--- config.mk ---
export PLATFORM = sky130hd
export DESIGN_NAME = largest_prime_factor
export DESIGN_NICKNAME = d
export VERILOG_FILES = /design/src/sv/lpf_pkg.sv /design/src/sv/largest_prime_factor.sv
export SDC_FILE = /design/constraint.sdc
export NUM_CORES = 1
export LEC_CHECK = 0
export BUFFER_PORTS_ARGS = -buffer_cell sky130_fd_sc_hd__clkbuf_2
export CAP_MARGIN = 30
export CORE_MARGIN = 5
export CORE_UTILIZATION = 45
export CTS_CLUSTER_DIAMETER = 50
export DETAILED_ROUTE_END_ITERATION = 7
export SLEW_MARGIN = 5
export SYNTH_ARGS = -nofsm -noshare
export SYNTH_HDL_FRONTEND = slang
export SYNTH_SLANG_ARGS = --single-unit
export TNS_END_PERCENT = 10
--- constraint.sdc ---
create_clock -name clk -period 12.43 [get_ports clk]
set_input_delay 2.486 -clock clk [delete_from_list [all_inputs] [get_ports clk]]
set_output_delay 2.486 -clock clk [all_outputs]
set_load 0.02 [all_outputs]
--- src/sv/lpf_pkg.sv ---
// shared widths and types for the largest prime factor block
package lpf_pkg;

    localparam int VALUE_BITS = 32;
    localparam int CNT_BITS   = $clog2(VALUE_BITS);

    typedef logic [VALUE_BITS-1:0] word_t;
    typedef logic [VALUE_BITS:0]   rem_t;
    typedef logic [CNT_BITS-1:0]   cnt_t;

endpackage

--- src/sv/largest_prime_factor.sv ---
// largest prime factor by trial division with a bit-serial divider
//
//   channel   ports                          handshake
//   input     value                          start, taken when busy is low
//   result    largest_factor, found          done, high for one cycle
//
// each trial divisor costs one division in the radix-2 restoring divider
// followed by a test state; factors of two are divided out in the halve state.
// a 32-bit prime needs about 32768 divisors.
// values 0 and 1 raise done in the next cycle with found low.
// reset clears the control state; busy stays high until the result is shown.
// the result is held: it stays on largest_factor and found until the next done.
module largest_prime_factor (
    input  logic        clk,
    input  logic        rst_n,
    input  logic        start,
    input  logic [31:0] value,
    output logic        busy,
    output logic        done,
    output logic [31:0] largest_factor,
    output logic        found
);

    localparam logic [1:0] S_IDLE  = 2'd0;
    localparam logic [1:0] S_HALVE = 2'd1;
    localparam logic [1:0] S_DIV   = 2'd2;
    localparam logic [1:0] S_TEST  = 2'd3;

    localparam int W = lpf_pkg::VALUE_BITS;

    logic [1:0]     state_reg, state_next;
    logic           done_reg, done_next;
    lpf_pkg::word_t n_reg, n_next;
    lpf_pkg::word_t d_reg, d_next;
    lpf_pkg::word_t best_reg, best_next;
    lpf_pkg::word_t quo_reg, quo_next;
    lpf_pkg::rem_t  rem_reg, rem_next;
    lpf_pkg::cnt_t  cnt_reg, cnt_next;
    logic           inner_reg, inner_next;
    logic [31:0]    factor_reg, factor_next;
    logic           found_reg, found_next;

    lpf_pkg::word_t value_w;
    lpf_pkg::rem_t  shifted;
    lpf_pkg::rem_t  diff;

    assign value_w = lpf_pkg::word_t'(value);
    assign shifted = {rem_reg[W-1:0], quo_reg[W-1]};
    assign diff    = shifted - {1'b0, d_reg};

    always_comb
    begin
        state_next  = state_reg;
        done_next   = 1'b0;
        n_next      = n_reg;
        d_next      = d_reg;
        best_next   = best_reg;
        quo_next    = quo_reg;
        rem_next    = rem_reg;
        cnt_next    = cnt_reg;
        inner_next  = inner_reg;
        factor_next = factor_reg;
        found_next  = found_reg;
        case (state_reg)
            S_IDLE:
            begin
                if (start)
                begin
                    n_next    = value_w;
                    best_next = '0;
                    if (value_w < lpf_pkg::word_t'(2))
                    begin
                        done_next   = 1'b1;
                        factor_next = '0;
                        found_next  = 1'b0;
                    end
                    else
                    begin
                        state_next = S_HALVE;
                    end
                end
            end
            S_HALVE:
            begin
                if (!n_reg[0])
                begin
                    n_next    = n_reg >> 1;
                    best_next = lpf_pkg::word_t'(2);
                end
                else
                begin
                    d_next     = lpf_pkg::word_t'(3);
                    inner_next = 1'b0;
                    quo_next   = n_reg;
                    rem_next   = '0;
                    cnt_next   = '0;
                    state_next = S_DIV;
                end
            end
            S_DIV:
            begin
                // one quotient bit per cycle
                if (!diff[W])
                begin
                    rem_next = diff;
                    quo_next = {quo_reg[W-2:0], 1'b1};
                end
                else
                begin
                    rem_next = shifted;
                    quo_next = {quo_reg[W-2:0], 1'b0};
                end
                cnt_next = cnt_reg + lpf_pkg::cnt_t'(1);
                if (cnt_reg == lpf_pkg::cnt_t'(W - 1))
                begin
                    state_next = S_TEST;
                end
            end
            S_TEST:
            begin
                rem_next = '0;
                cnt_next = '0;
                if (!inner_reg && (d_reg > quo_reg))
                begin
                    // no divisor left below the square root
                    done_next   = 1'b1;
                    found_next  = 1'b1;
                    factor_next = (n_reg > lpf_pkg::word_t'(2)) ? 32'(n_reg) : 32'(best_reg);
                    state_next  = S_IDLE;
                end
                else if (rem_reg == '0)
                begin
                    // divide out and try the same divisor again
                    best_next  = d_reg;
                    n_next     = quo_reg;
                    inner_next = 1'b1;
                    state_next = S_DIV;
                end
                else
                begin
                    d_next     = d_reg + lpf_pkg::word_t'(2);
                    inner_next = 1'b0;
                    quo_next   = n_reg;
                    state_next = S_DIV;
                end
            end
            default:
            begin
                state_next = S_IDLE;
            end
        endcase
    end

    always_ff @(posedge clk or negedge rst_n)
    begin
        if (!rst_n)
        begin
            state_reg <= S_IDLE;
            done_reg  <= 1'b0;
        end
        else
        begin
            state_reg <= state_next;
            done_reg  <= done_next;
        end
    end

    always_ff @(posedge clk)
    begin
        n_reg      <= n_next;
        d_reg      <= d_next;
        best_reg   <= best_next;
        quo_reg    <= quo_next;
        rem_reg    <= rem_next;
        cnt_reg    <= cnt_next;
        inner_reg  <= inner_next;
        factor_reg <= factor_next;
        found_reg  <= found_next;
    end

    assign busy           = (state_reg != S_IDLE);
    assign done           = done_reg;
    assign largest_factor = factor_reg;
    assign found          = found_reg;

endmodule
==> results.md, run 1 <==
* Setup Viol. Count Final at 0
* #FFs+latches synth at between 200 and 250
* Top Usage Layer GRT: met2
* Global-route wire length before repair at 52.2 mm
* Buffers on Ports at 69
* Dominant cell type by area after synthesis: edfxtp_1
* CTS tree: yes
* Later-pin clock latency in the skew report at roughly 570 ps
* Critical path required time at about 13000 ps
* Seq/Total Area, Yosys at between 50% and 60%
* Routed WL at 33.1 mm
* CP endpoint kind: register
* Net count after synthesis at roughly 1200
* Multi-input logic area at approximately 5600 um^2
* Core area at around 27000 um^2
* Yosys cell types at just over 60
* Htree depth at 1
* Most frequent cells in the layout: 199 x edfxtp_1, 177 x nor2_1, 73 x inv_1, 73 x a21oi_1
* Final Skew at 46.5 ps
* Critical path, cell by cell: clkbuf_2 -> nor4_1 -> nand4_1 -> nor2_1 -> nand2_1 -> o21ai_0 -> and2_1 -> buf_4
* GRT Util Overall at a little over a fifth
* Fillcell total at between 2000 and 2500
* Max cap viols at 0
* Final critical-path share of the clock period at 35.7%
* Synthesized instance count at approximately 1100
* Met2 GRT Util at 32.3%
* Hold buffer count at CTS at 0
* Num CTS Buffers at 28
* Gr ovfl total at 0
* RSZ-0062 raised after global routing: false
* Hold Path Class: register to register
* Crit path arrival time at roughly 4700 ps
* Max stage delay on crit path at between 400 and 500 ps
* RePlAce Congestion at approximately 0.85
* Via density at between 5 and 6
* Setup TNS at 0 ps
* Top cells by area, synth: edfxtp_1 50%, ha_1 7.2%, nor2_1 5.6%
* M3 GR Usage at 3.05%
* Buffers & Inverters on Critical Path at 2
* Total die area at about 30000 um^2
* Largest net degree at the start of global routing at 75
* Hold depth at 2
* # Post-CTS Setup Buffers at 0
* DRT antenna net count at 0
* Top_reg_cell synth: edfxtp_1
* Vias in the first global route at just under 9000
* Maximum clock frequency at roughly 230 MHz
* Hpwl dp at ~24 mm
* Final hold violation count at 0
* Starting density of the core at around 45%
* Num rows at 60
* Clock buffer depth at 3
* Top delay family on crit path: simple AND/OR/NAND/NOR gates
* Number of synthesized flops with an enable pin at between 150 and 200
* Mapped Area at approximately 12000 um^2
* Initial DRT Pass Iterations at 5
* CTS root buf: clkbuf_16
* Antenna cells at 0
* DR WL/cell at approximately 21 um
* Sink Count at 202
* Top-area cell type share of the netlist area at between 40% and 50%
* Non-Filler Instances at roughly 1600
* Avg Cell Area, Syn at 10.7 um^2
* Slew Viols, Final at 0
* Area grow syn2layout at 13.8%
* Placed insts at 1498
* Register Area at 6050 um^2
* Crit path launch type: primary input
* Fraction of layout cells with a size suffix above 1 at approximately 13%
* Top Ports at 70
* Levels on crit path at 8
* Commonest non-fill, non-tap cell in the layout: edfxtp_1
* Worst-Margin Slew at roughly 1100 ps
* 1st-iter DRT viols at about 870
* Via count at between 9000 and 10000
* Worst-path fanout max at 23
* Met1 usage at between 30 and 40%
* Cells resized by post-CTS repair at 0
* Worst rel slew slack at between 20% and 30%
* Minimum clock period after layout at 4430 ps
* Yosys warning total at 0
* Die extent in x at roughly 170 um
* Initial antenna violation count at 0
* Clk slew on worst S/H paths at ~60 ps
* Chip height at between 150 and 200 um
* Crit Path Category: primary input to register
* Outcome: finished clean
* FF-to-FF path depth at 9
* Nets at roughly 1300
* Max reg flops at 33
* DRC at 0
* CP max-delay cell: nor4_1
* Post-synth ARST share at 1.49%
[cells by family (layout without fill, tap and decap cells)]
family	after synthesis	after routing	synth area share, %
compound gates	252	252	15.5
xor+xnor	56	56	4.06
fa+ha+maj	70	70	7.32
buf+inv	131	212	4.32
flops	202	202	50.1
mux	57	57	4.75
simple gates	360	360	14.0
[per-stage QoR]
step	utilization (%)	area [um^2]	setup WS, ps	hold slack (ps)
finish	51.5	13700	8000	561
CTS	51.5	13700	7970	566
global route	51.5	13700	7820	593
floorplan	-	12100	6790	529
global placement	47.9	12800	7400	548
detailed placement	48.1	12800	7390	553
[area by class of cell]
type	instances	area share [%]
inverters	76	2.10
repair buffers	84	3.63
multi-input cells	795	40.4
well taps	341	3.11
clock buffers	33	5.38
flip-flops and latches	202	44.1
clock inverters	19	1.28
[final timing paths]
check	from	end	slack, ps
worst min register to register	best_reg[24]	largest_factor[24]	560
min in group asynchronous	rst_n	done	1710
worst max register to register	quo_reg[14]	largest_factor[16]	8400
worst min-delay path	best_reg[24]	largest_factor[24]	560
max in group asynchronous	rst_n	state_reg[1]	10590
worst max-delay path	value[13]	largest_factor[16]	8000
[worst register-to-register path: stages, from the launching register on]
cell and delay, ps:
edfxtp_1 430, inv_1 80, ha_1 300, nand4_1 200, o21ai_0 450, o21ai_0 170, a221oi_1 930, nand2b_1 220
and2_1 460, buf_4 420
[per-layer routing]
metal  share of wire (%)  wire [um]  up-vias
met4                 2.9        958        0
li1                    -          -     4376
met5                   0          0        -
met2                  44      14600      338
met1                  47      15600     4505
met3                 6.0       1990       56
[Yosys cell counts (6+ instances only)]
library cell,n
nor2_1,181
xnor2_1,50
nor4_1,29
and2_1,9
ha_1,69
nor3_1,13
a211oi_1,12
nand3_1,26
nand2b_1,8
mux2i_1,55
nor2b_1,6
a21oi_1,73
a221o_1,61
nand4_1,30
xor2_1,6
o21ai_0,26
edfxtp_1,199
a21o_1,32
buf_2,11
clkbuf_1,41
inv_1,73
nand2_1,37
Power of run 1 is not shown: default switching activity piles up to over one toggle a cycle in this logic, so the estimate is an artifact.
==> run 2, diff against run 1 <==
Settings changed: ABC_AREA set to 1.
Clock period 12.43 ns to 3.7 ns, I/O delays scaled along.
==> run 2 against run 1 <==
Compared with the run above: wire length rose by 17%; largest cell class unchanged; non-clock buffer count grew 7; critical path depth is 3 higher; clock skew shrank 12 ps.
==> results.md, run 2 <==
* Post-synth ARST share at about 1.5%
* Crit path launch type: register
* WHS at just under 500 ps
* Buffers & Inverters on Critical Path at 2
* #FFs+latches synth at about 200
* Total die area at approximately 33000 um^2
* Multi-input logic area at ~6000 um^2
* Final Skew at ~35 ps
* Leak at 0.00770 uW
* Buffers on Ports at 69
* Hpwl dp at about 28 mm
* Minimum clock period after layout at 2940 ps
* Max reg flops at 33
* Met1 usage at 33.0%
* CP max-delay cell: a21oi_4
* Final critical-path share of the clock period at around 79%
* GRT Util Overall at 22.9%
* Slew Viols, Final at 0
* Avg Cell Area, Syn at 7.77 um^2
* Later-pin clock latency in the skew report at between 500 and 600 ps
* Net count after synthesis at around 1800
* Final WS setup at about 760 ps
* Setup Viol. Count Final at 0
* Mapped Area at around 13000 um^2
* Critical path required time at around 4000 ps
* Num CTS Buffers at 28
* DRT antenna net count at 0
* Top Ports at 70
* Area grow syn2layout at 13.5%
* Core area at 29500 um^2
* RePlAce Congestion at between 0.9 and 1
* Final hold violation count at 0
* Yosys cell types at just over 40
* Final instance area at 15200 um^2
* Maximum clock frequency at about 340 MHz
* Commonest non-fill, non-tap cell in the layout: nand2_1
* M3 GR Usage at roughly 3.4%
* Max stage delay on crit path at between 500 and 600 ps
* DP Area at between 10000 and 15000 um^2
* Cells resized by post-CTS repair at 0
* Crit. Startpoint: quo_reg[31]
* Gr ovfl total at 0
* Top Usage Layer GRT: met2
* Top-area cell type share of the netlist area at around 45%
* Clk slew on worst S/H paths at 60 ps
* Routed WL at around 39 mm
* Maximum VDD drop at 0.340 mV
* Via density at 5.38
* Starting density of the core at between 40% and 50%
* CTS root buf: clkbuf_16
* Count leader, synth: nand2_1
* Dominant cell type by area after synthesis: edfxtp_1
* Num rows at 63
* CP endpoint kind: register
* Met2 GRT Util at between 30 and 40%
* DRC at 0
* Critical path, cell by cell: inv_1 -> ha_1 -> nand2_1 -> nor2_1 -> nand4_1 -> nor2_1 -> nand2_1 -> nand2_1 -> nand3_1 -> a21oi_4 -> buf_12
* CP most frequent cell: nand2_1
* Fillcell total at between 2000 and 3000
* Max cap viols at 0
* Sink Count at 202
* Die extent in x at 182 um
* Worst rel slew slack at a little over a third
* Hold buffer count at CTS at 1
* Fraction of layout cells with a size suffix above 1 at approximately a tenth
* Pwr Density at 356 nW/um^2
* Outcome: finished clean
* Htree depth at 1
* Top delay family on crit path: simple AND/OR/NAND/NOR gates
* Global-route wire length before repair at about 61 mm
* Vias in the first global route at about 11000
* Register Area at around 6100 um^2
* Synthesized instance count at between 1500 and 2000
* Setup TNS at 0 ps
* Initial DRT Pass Iterations at 6
* Via count at 11800
* Initial antenna violation count at 0
* Most frequent cells in the layout: 526 x nand2_1, 279 x inv_1, 199 x edfxtp_1
* Top_reg_cell synth: edfxtp_1
* Largest net degree at the start of global routing at 75
* Worst-path fanout max at 25
* Number of synthesized flops with an enable pin at around 200
* Chip height at between 150 and 200 um
* CTS tree: yes
* Top cells by area, synth: edfxtp_1 45%, nand2_1 15%, inv_1 7.8%
* Hold Path Class: primary input to register
* Pre-CTS setup slack at ~770 ps
* # Post-CTS Setup Buffers at 0
* Clock buffer depth at 3
* RSZ-0062 raised after global routing: false
* HP Start: value[8]
* 1st-iter DRT viols at 1104
* Util after Layout at 51.5%
* Seq/Total Area, Yosys at between 40% and 50%
* Worst-Margin Slew at 972 ps
* Crit Path Category: register to register
* DR WL/cell at 17.6 um
* Reg2reg start: quo_reg[31]
* Yosys warning total at 0
* Crit path arrival time at between 3000 and 4000 ps
* Antenna cells at 0
* Synth cell count leaders: 526 x nand2_1, 279 x inv_1, 199 x edfxtp_1, 163 x nand3_1, 139 x nor2_1
* Nets at about 1900
[run 2: changes by cell type after synthesis, sizes merged, moves of 14 or more]
cell and delta:
nand2 +500, nor4 -14, a21o -29, nand3 +137, a221o -61, o21ai -14, nor2 -32, clkbuf -15
a22oi +33, xnor2 -50, inv +208, nand4 +30, mux2i -55
[run 2: logic make-up (layout without fill, tap and decap cells)]
family          Yosys count  after routing  synth area share, %
buf+inv                 332            422                 9.95
simple gates            958            958                 30.9
compound gates          142            142                 6.12
fa+ha+maj                70             70                 6.61
xor+xnor                 17             17                 1.11
flops                   202            202                 45.3
[run 2: final cells by class]
class	count	area share [%]
clock buffers	32	4.72
clock inverters	17	1.79
inverters	282	6.98
multi-input cells	1187	39.8
flip-flops and latches	202	39.9
well taps	390	3.22
repair buffers	91	3.63
[run 2: worst paths after layout]
check	to	slack, ps	cells after the start
min in group asynchronous	state_reg[1]	520	2
max in group asynchronous	state_reg[0]	3030	2
worst max register to register	largest_factor[29]	760	11
worst min-delay path	n_reg[8]	490	3
worst max-delay path	largest_factor[29]	760	11
worst min register to register	largest_factor[17]	560	2
[run 2: per-stage QoR]
| step | cells | total power [uW] |
|---|---|---|
| floorplan | 1721 | 2530 |
| global route | 2201 | 5540 |
| global placement | 2151 | 2560 |
| finish | 2201 | 5390 |
| CTS | 2201 | 5440 |
| detailed placement | 2151 | 2560 |
[run 2: layer usage]
layer | up-vias | wire (um)
met5 | - | 0
met4 | 0 | 833
met3 | 60 | 2630
met2 | 455 | 17500
met1 | 5511 | 17800
li1 | 5822 | -
[run 2: tightest hold or removal path, stage by stage]
cell	delay [ps]
clkbuf_2	90
nand2_1	50
nand4_1	80
[run 2: power by group]
part	leakage (uW)	switching, uW	internal (uW)
Clock	0.000474	1120	1760
Sequential	0.00192	0	2470
Combinational	0.00531	23.4	16.7
Total	0.00770	1140	4250
Note: power is estimated with default switching activity, not from simulation.
